### config.mk
export PLATFORM = sky130hd
export DESIGN_NAME = c3x3ef_ctrl
export DESIGN_NICKNAME = d
export VERILOG_FILES = /design/src/rtl/core/assert_macros.svh /design/src/rtl/core/c3x3ef_pkg.sv /design/src/rtl/core/c3x3ef_ctrl.sv
export SDC_FILE = /design/constraint.sdc
export NUM_CORES = 1
export LEC_CHECK = 0
export BUFFER_PORTS_ARGS = -buffer_cell sky130_fd_sc_hd__buf_2
export CORE_MARGIN = 8
export CORE_UTILIZATION = 40
export DETAILED_ROUTE_END_ITERATION = 6
export GPL_TIMING_DRIVEN = 0
export SYNTH_ARGS = -nofsm -noshare
export SYNTH_HDL_FRONTEND = slang
export SYNTH_SLANG_ARGS = --single-unit
### constraint.sdc
create_clock -name clock -period 2.1 [get_ports clock]
set_input_delay 0.42 -clock clock [delete_from_list [all_inputs] [get_ports clock]]
set_output_delay 0.42 -clock clock [all_outputs]
set_load 0.01 [all_outputs]
### src/rtl/core/assert_macros.svh
// Assertion macros used by the filter's top-level RTL file.
`ifndef ASSERT_MACROS_SVH
`define ASSERT_MACROS_SVH

// Same-cycle implication.
`define ASSERT_IMPLY(label, clk, rst, pre, post) \
   label: assert property (@(posedge clk) disable iff (rst) (pre) |-> (post)) \
      else $error("assertion failed");

// Next-cycle implication.
`define ASSERT_NEXT(label, clk, rst, pre, post) \
   label: assert property (@(posedge clk) disable iff (rst) (pre) |=> (post)) \
      else $error("assertion failed");

`endif

### src/rtl/core/c3x3ef_pkg.sv
// Types and constants of the 3x3 extremum filter.
package c3x3ef_pkg;

   localparam int MaxDim   = 1024;
   localparam int DimW     = 11;
   localparam int PosW     = $clog2(MaxDim);
   localparam int PixW     = 24;
   localparam int SumW     = 21;
   localparam int DivW     = 20;
   localparam int DivSteps = DivW;
   localparam int DivCntW  = $clog2(DivSteps);
   localparam int CsrIdxW  = 3;
   localparam int CsrDataW = 24;

   localparam logic [9:0]  IntensityInit = 10'd766;
   localparam logic [7:0]  ChanMax       = 8'd255;
   localparam logic signed [10:0] IntensityNone = -11'sd1;

   typedef enum logic [CsrIdxW-1:0] {
      CSR_IMAGE_DIM     = 3'd0,
      CSR_KERNEL_TOP    = 3'd1,
      CSR_KERNEL_MIDDLE = 3'd2,
      CSR_KERNEL_BOTTOM = 3'd3,
      CSR_KERNEL_SCALE  = 3'd4,
      CSR_EXTREMUM      = 3'd5
   } csr_index_type;

   typedef struct packed {
      logic       accept;
      logic       read;
      logic       shift;
      logic       clear;
      logic       acc;
      logic       extr;
      logic       div_step;
      logic       oi;
      logic       oj;
      logic [1:0] kr;
      logic [1:0] kc;
   } cmd_type;

   typedef struct packed {
      logic row_up;
      logic row_same;
      logic col_left;
      logic col_same;
   } sts_type;

endpackage

### src/rtl/core/c3x3ef_ctrl.sv
// Controller state machine of the 3x3 extremum filter.
module c3x3ef_ctrl (
   input  logic                 clock,
   input  logic                 reset,
   input  logic                 req_valid,
   output logic                 req_stall,
   output logic                 rsp_valid,
   input  logic                 rsp_stall,
   output logic                 rsp_last_of_run,
   output c3x3ef_pkg::cmd_type  cmd,
   input  c3x3ef_pkg::sts_type  sts
);

   typedef enum logic [2:0] {
      ST_IDLE, ST_READ, ST_SHIFT, ST_PICK, ST_ACC, ST_EXTR, ST_DIV, ST_SEND
   } state_type;

   state_type                         state_ff, state_in;
   logic [1:0]                        q_ff, q_in;
   logic [1:0]                        kr_ff, kr_in;
   logic [1:0]                        kc_ff, kc_in;
   logic [c3x3ef_pkg::DivCntW-1:0]    cnt_ff, cnt_in;
   logic [3:0]                        out_ok;
   logic                              last;

   always_comb begin
      out_ok[0] = sts.row_up   & sts.col_left;
      out_ok[1] = sts.row_up   & sts.col_same;
      out_ok[2] = sts.row_same & sts.col_left;
      out_ok[3] = sts.row_same & sts.col_same;
      case (q_ff)
         2'd0:    last = ~(out_ok[1] | out_ok[2] | out_ok[3]);
         2'd1:    last = ~(out_ok[2] | out_ok[3]);
         2'd2:    last = ~out_ok[3];
         default: last = 1'b1;
      endcase
   end

   always_comb begin
      state_in = state_ff;
      q_in     = q_ff;
      kr_in    = kr_ff;
      kc_in    = kc_ff;
      cnt_in   = cnt_ff;
      case (state_ff)
         ST_IDLE: begin
            q_in = 2'd0;
            if (req_valid) begin
               state_in = ST_READ;
            end
         end
         ST_READ: begin
            state_in = ST_SHIFT;
         end
         ST_SHIFT: begin
            state_in = ST_PICK;
         end
         ST_PICK: begin
            kr_in = 2'd0;
            kc_in = 2'd0;
            if (out_ok[q_ff]) begin
               state_in = ST_ACC;
            end else if (q_ff == 2'd3) begin
               state_in = ST_IDLE;
            end else begin
               q_in = q_ff + 2'd1;
            end
         end
         ST_ACC: begin
            if (kc_ff == 2'd2) begin
               kc_in = 2'd0;
               kr_in = kr_ff + 2'd1;
               if (kr_ff == 2'd2) begin
                  state_in = ST_EXTR;
               end
            end else begin
               kc_in = kc_ff + 2'd1;
            end
         end
         ST_EXTR: begin
            cnt_in   = '0;
            state_in = ST_DIV;
         end
         ST_DIV: begin
            cnt_in = cnt_ff + 1'b1;
            if (cnt_ff == c3x3ef_pkg::DivCntW'(c3x3ef_pkg::DivSteps - 1)) begin
               state_in = ST_SEND;
            end
         end
         ST_SEND: begin
            if (!rsp_stall) begin
               if (last) begin
                  state_in = ST_IDLE;
               end else begin
                  q_in     = q_ff + 2'd1;
                  state_in = ST_PICK;
               end
            end
         end
         default: begin
            state_in = ST_IDLE;
         end
      endcase
   end

   always_ff @(posedge clock) begin
      if (reset) begin
         state_ff <= ST_IDLE;
         q_ff     <= 2'd0;
         kr_ff    <= 2'd0;
         kc_ff    <= 2'd0;
         cnt_ff   <= '0;
      end else begin
         state_ff <= state_in;
         q_ff     <= q_in;
         kr_ff    <= kr_in;
         kc_ff    <= kc_in;
         cnt_ff   <= cnt_in;
      end
   end

   assign req_stall       = (state_ff != ST_IDLE);
   assign rsp_valid       = (state_ff == ST_SEND);
   assign rsp_last_of_run = last;

   always_comb begin
      cmd.accept   = (state_ff == ST_IDLE) & req_valid;
      cmd.read     = (state_ff == ST_READ);
      cmd.shift    = (state_ff == ST_SHIFT);
      cmd.clear    = (state_ff == ST_PICK);
      cmd.acc      = (state_ff == ST_ACC);
      cmd.extr     = (state_ff == ST_EXTR);
      cmd.div_step = (state_ff == ST_DIV);
      cmd.oi       = q_ff[1];
      cmd.oj       = q_ff[0];
      cmd.kr       = kr_ff;
      cmd.kc       = kc_ff;
   end

endmodule

==> flow_summary.ini, run 1 <==
[status]
status = complete, no violations

[power]
power_frac_clock_pct = 27.6
p_sw_mw = 0.2290
leakagePower_nw = 0.5418
vdd_ir_drop_max_mv = 0.4328
power_frac_seq_pct = 41.6
power.density_nw_per_um2 = 568.8
p_int_mw = 0.4728
power_switching_share_pct = 32.63
comb_power_share_pct = 30.8

[sta]
hold_viol = 0
clock.fmax_ghz = 0.4956
fin_crit_sh_pct = 96.09
worst_slack_ps = 82.19
skew_ps = 0.6606
tightest_slew_ps = 469.9
fin_crit_ps = 2018
maxSlewViolCount = 0
tns_ps = 0
slew_headroom_pct = 68.67
finalSetupViolations = 0

[grt]
grt_pass1_wl_um = 4050
antenna_found_initial = 0
grt_overflow = 0
grt_pass1_vias = 952
grt_max_degree = 11
grt_usage_pct = 11.81

[logic_synthesis]
synth_fa_ha_area_share_pct = 8.032
avgSynthCellArea_um2 = 7.599
ys_async_sr_fraction_pct = 0
ys.flop_type = dfxtp_1
synth_top_family_by_area = simple AND/OR/NAND/NOR gates
synth.yosys.seq_area_share_pct = 29.99
synth_nets = 137
synth_area_leaders = dfxtp_1 30%, ha_1 8.0%, a21oi_1 6.4%, nand2_1 5.6%, nor2_1 5.6%
synth-simple-area-share_pct = 32.40
synthCells = 123
synth_seq_cells = 14
synth_compound_area_share_pct = 20.48
yosys_warnings = 0
synth_commonest_cells = 14 x dfxtp_1, 14 x nand2_1, 14 x nor2_1
synthXorXnorAreaFrac_pct = 0
synth_edf_count = 0
synthDistinctLibCells = 39
netlist_area_um2 = 934.6
yosysTopAreaCellShare_pct = 29.99
yosys-mux-area-fraction_pct = 2.410
yosysTopAreaCell = dfxtp_1

[setup_path]
cp_max_fo = 3
startpoint_type = flop
worst_ep_arrival_time_ps = 1600
end_kind = output pin
cp_data_required_time_ps = 1680
timing_worst_setup_path_type = flop to output pin

[floorplan]
ios = 24
initial_core_util_pct = 42.25
num_rows = 17
die-area_um2 = 4140
core_um2 = 2212
dieWidth_um = 64.34
die_h_um = 64.34

[flow_run]
cap_violations = 0

[clocking]
cts-htree-levels = 1
clk_pin_slew_worst_paths_ps = 90
cts_tree = done
clock_path_buffers = 2
root_buffer = clkbuf_4
cts.sinks = 14
hold_buffers = 0
cts_buffers = 3
clk_latency_ps = 270

[detailed_routing]
drc = 0
wire_per_inst_um = 13.49
first_pass_iters = 4
num_vias = 986
viasPerCell = 5.330
drt_iter0_markers = 28
routed_wl_um = 2496
drtAntennaViolNets = 0

[final_layout]
diodes = 0
nNetsFinal = 172
final_util_pct = 55.77
layout-drive-gt1-share_pct = 34.39
syn2layout_area_growth_pct = 31.99
finalNonFillerCells = 185

[place]
place_ws_ps = 125.1
placed_cells = 173
gp_congestion = 0.8077
hpwl_um = 1820
port_buffers = 22

[min_path]
min_path_type = input port to flop
==> state kept, by name, summed over array words and instances, names as in the netlist <==
| signal | cells |
|---|---|
| kc_ff | 2 |
| cnt_ff | 5 |
| state_ff | 3 |
| kr_ff | 2 |
| q_ff | 2 |
==> placed cells by master, fill, tap and decap left out, types with 2 or more instances in the layout <==
cell,count
nor2_2,2
nand3_1,5
clkbuf_1,3
o41ai_1,2
a21oi_1,12
a31oi_1,3
nor2_1,14
nand2_1,14
dfxtp_1,12
buf_2,24
o21ai_0,5
ha_4,2
ha_1,4
inv_1,6
inv_2,2
nor3_1,4
buf_4,8
and2_1,2
nand3b_1,3
and3_1,2
clkbuf_4,3
==> cells by family after synthesis <==
family                   Yosys count
multiplexers                       2
buffers and inverters             15
AO/OA/AOI/OAI                     29
flip-flops                        14
AND/OR/NAND/NOR                   57
adder cells (fa/ha/maj)            6
==> worst paths after layout <==
path	start	to	slack [ps]	depth (start not counted)
min reg2reg	cnt_ff[2]$_SDFFE_PP0P_	cnt_ff[2]$_SDFFE_PP0P_	510	2
max reg2reg	q_ff[1]$_SDFFE_PP0P_	state_ff[1]$_SDFFE_PP0P_	170	11
min	req_valid	state_ff[2]$_SDFFE_PP0P_	450	3
max	q_ff[1]$_SDFFE_PP0P_	rsp_last_of_run	80	7
==> final cells by class <==
cell class / count / area [um2]
timing repair buffer: 30 / 173.9
fill: 213 / 978.4
clock buffer: 4 / 36.28
sequential: 14 / 285.3
buffer: 6 / 28.78
tap: 28 / 35.03
inverter: 9 / 36.28
multi-input combinational: 94 / 638.1
==> critical path, stage by stage (launching register included) <==
cell and delay (ps):
dfxtp_2 350, buf_6 120, ha_4 160, nor4bb_4 290
a221oi_2 70, nor2_1 150, inv_1 60, buf_2 130
==> per-stage QoR <==
step / hold slack (ps) / total power, mW / instance area [um2]
2_1_floorplan: 471.2 / 0.4309 / 934.6
3_3_place_gp: 497.4 / 0.4904 / 1080
3_5_place_dp: 501.8 / 0.4928 / 1080
4_1_cts: 445.2 / 0.6998 / 1189
5_1_grt: 448.8 / 0.7469 / 1234
6_report: 449.6 / 0.7018 / 1234
==> timing repair <==
item	4_1_cts	5_1_grt
gates resized for setup	6	8
pin swaps	2	4
setup endpoints to repair	1	2
buffers inserted	7	1
==> layer usage <==
metal	share of wire (%)	global-route usage, %	routed length (um)	up-vias
li1	-	-	-	506
met1	49	13.99	1214	454
met2	47	20.25	1176	22
met3	3.0	2.439	76	4
met4	1.2	4.632	29	0
met5	0	0	0	-
==> power by group through the flow <==
stage | logic, mW | registers, mW | clock network (mW)
after global placement | 0.192 | 0.298 | 0
after CTS | 0.209 | 0.291 | 0.199
final | 0.216 | 0.292 | 0.193
after global routing | 0.241 | 0.295 | 0.212
after detailed placement | 0.194 | 0.299 | 0
after floorplan | 0.133 | 0.298 | 0
Power figures use the tool's default switching activity.
==> inputs of run 2 (changes only) <==
CTS_BUF_LIST = sky130_fd_sc_hd__clkbuf_4   (was default)
==> run 2 against run 1 <==
Power shrank 5.3%. Clock skew increased by 0.73 ps. Count of clock-buffer cells in the layout fell by 1. Via count decreased by 0.30%. Combinational power is essentially flat. Sequential power about the same. Global-route usage unchanged. Worst setup slack about the same. Utilization fell by 0.45 points. Sequential share of layout area is 0.19 points higher. Wire length is essentially flat. Largest cell class unchanged.
==> flow_summary.ini, run 2 (synthesis gave the netlist of run 1 again) <==
[status]
status = complete, no violations

[final_layout]
n_fill_cell = 214
mostFrequentLayoutCells = 24 x buf_2, 14 x nor2_1, 14 x nand2_1
final_common_cell = buf_2
largest-register = cnt_ff
largest_register_ffs = 5
postLayoutCellArea_um2 = 1224
syn2layout_area_growth_pct = 30.92
reg_top3 = cnt_ff: 5 flops, state_ff: 3 flops
diodes = 0
layout-drive-gt1-share_pct = 33.76
nNetsFinal = 172

[grt]
grt-busiest-layer = met2
grt_max_degree = 11
grt_use_met3_pct = 2.439
grt_pass1_vias = 952
grt_util_met2_pct = 20.25
antenna_found_initial = 0
met1_usage_pct = 13.99
grt_usage_pct = 11.81
grt_pass1_wl_um = 4050
grt_overflow = 0

[floorplan]
core_um2 = 2212
die_h_um = 64.34
dieWidth_um = 64.34
num_rows = 17
ios = 24
die-area_um2 = 4140
initial_core_util_pct = 42.25

[clocking]
clock_path_buffers = 2
clk_latency_ps = 270
clk_pin_slew_worst_paths_ps = 90
cts-htree-levels = 1
cts.sinks = 14
cts_buffers = 3
hold_buffers = 0
cts_tree = done
root_buffer = clkbuf_4

[sta]
hold_viol = 0
fin_crit_ps = 2018
tightest_slew_ps = 469.8
fin_crit_sh_pct = 96.09
holdWs_ps = 449.7
clock.fmax_ghz = 0.4956
slew_headroom_pct = 68.68
finalSetupViolations = 0
skew_ps = 1.391
maxSlewViolCount = 0

[power]
vdd_ir_drop_max_mv = 0.4326
leakagePower_nw = 0.5362
power.density_nw_per_um2 = 542.8

[place]
hpwl_um = 1820
placed_area_um2 = 1080
gp_congestion = 0.8077
port_buffers = 22

[detailed_routing]
first_pass_iters = 4
drt_iter0_markers = 28
wire_per_inst_um = 13.50
drtAntennaViolNets = 0
routed_wl_um = 2497
num_vias = 983
viasPerCell = 5.314
drc = 0

[setup_path]
crit_path_start = q_ff[1]$_SDFFE_PP0P_
startpoint_type = flop
rrSetupSlack_ps = 170
worst_ep_arrival_time_ps = 1600
cp_data_required_time_ps = 1680
timing_worst_setup_path_type = flop to output pin
end_kind = output pin
cpLargestDelayFamily = simple AND/OR/NAND/NOR gates
reg2reg_from = q_ff[1]$_SDFFE_PP0P_
path_buf_inv = 3
worstPathCellList = buf_6 -> ha_4 -> nor4bb_4 -> a221oi_2 -> nor2_1 -> inv_1 -> buf_2
critical-path-slowest-cell = dfxtp_2
cp_max_fo = 3
max_stage_delay_ps = 350

[min_path]
min-delay-start = req_valid
min_path_type = input port to flop

[flow_run]
cap_violations = 0
-- run 2: cell types whose count changed in the layout (fill, tap and decap cells not counted) --
cell	before	now
clkbuf_8	1	0
clkinv_1	0	1
-- run 2: power breakdown --
part	switching (mW)	internal (mW)	total, mW	leakage, nW
logic	0.127	0.0895	0.216	0.406
registers	0.0142	0.278	0.292	0.115
clock network	0.0870	0.0688	0.156	0.0154
-- run 2: routing by layer --
layer,share of wire (%),up-vias
met5,0,-
met4,1.2,0
met3,2.9,4
met2,47,20
met1,49,454
li1,-,505
-- run 2: worst register-to-register path: stages, from the launching register on --
cell and delay, ps:
dfxtp_2 350, buf_6 120, ha_4 160, nor4bb_4 290, a221oi_2 70, nor2_1 150
buf_4 130, buf_4 90, buf_4 90, buf_4 100, nand2_1 40, a311oi_1 260
-- run 2: timing repair --
action,CTS,global route
pin swaps,2,4
buffers inserted,7,1
resized for setup,6,8
endpoints found under the setup margin,1,2
-- run 2: per-stage QoR --
stage                     utilization (%)  total power, mW  setup WS [ps]  instances  TNS [ps]
after floorplan                         -           0.4309          332.5        123         0
final                               55.32           0.6642          82.21        185         0
after global placement              48.81           0.4904          187.7        173         0
after CTS                           53.28           0.6618          19.76        184         0
after global routing                55.32           0.7089         -9.728        185    -9.728
after detailed placement            48.81           0.4928          125.1        173         0
-- run 2: cell type report --
type | count | area [um2] | area share [%]
Clock buffer | 3 | 22.52 | 1.840
Buffer | 6 | 28.78 | 2.352
Tap cell | 28 | 35.03 | 2.863
Clock inverter | 1 | 3.754 | 0.3067
Timing Repair Buffer | 30 | 173.9 | 14.21
Sequential cell | 14 | 285.3 | 23.31
Multi-Input combinational cell | 94 | 638.1 | 52.15
Inverter | 9 | 36.28 | 2.965
-- run 2: path summary, 6_finish.rpt --
kind,depth (start not counted),to
max reg2reg,11,state_ff[1]$_SDFFE_PP0P_
max,7,rsp_last_of_run
min,3,state_ff[2]$_SDFFE_PP0P_
min reg2reg,2,cnt_ff[2]$_SDFFE_PP0P_
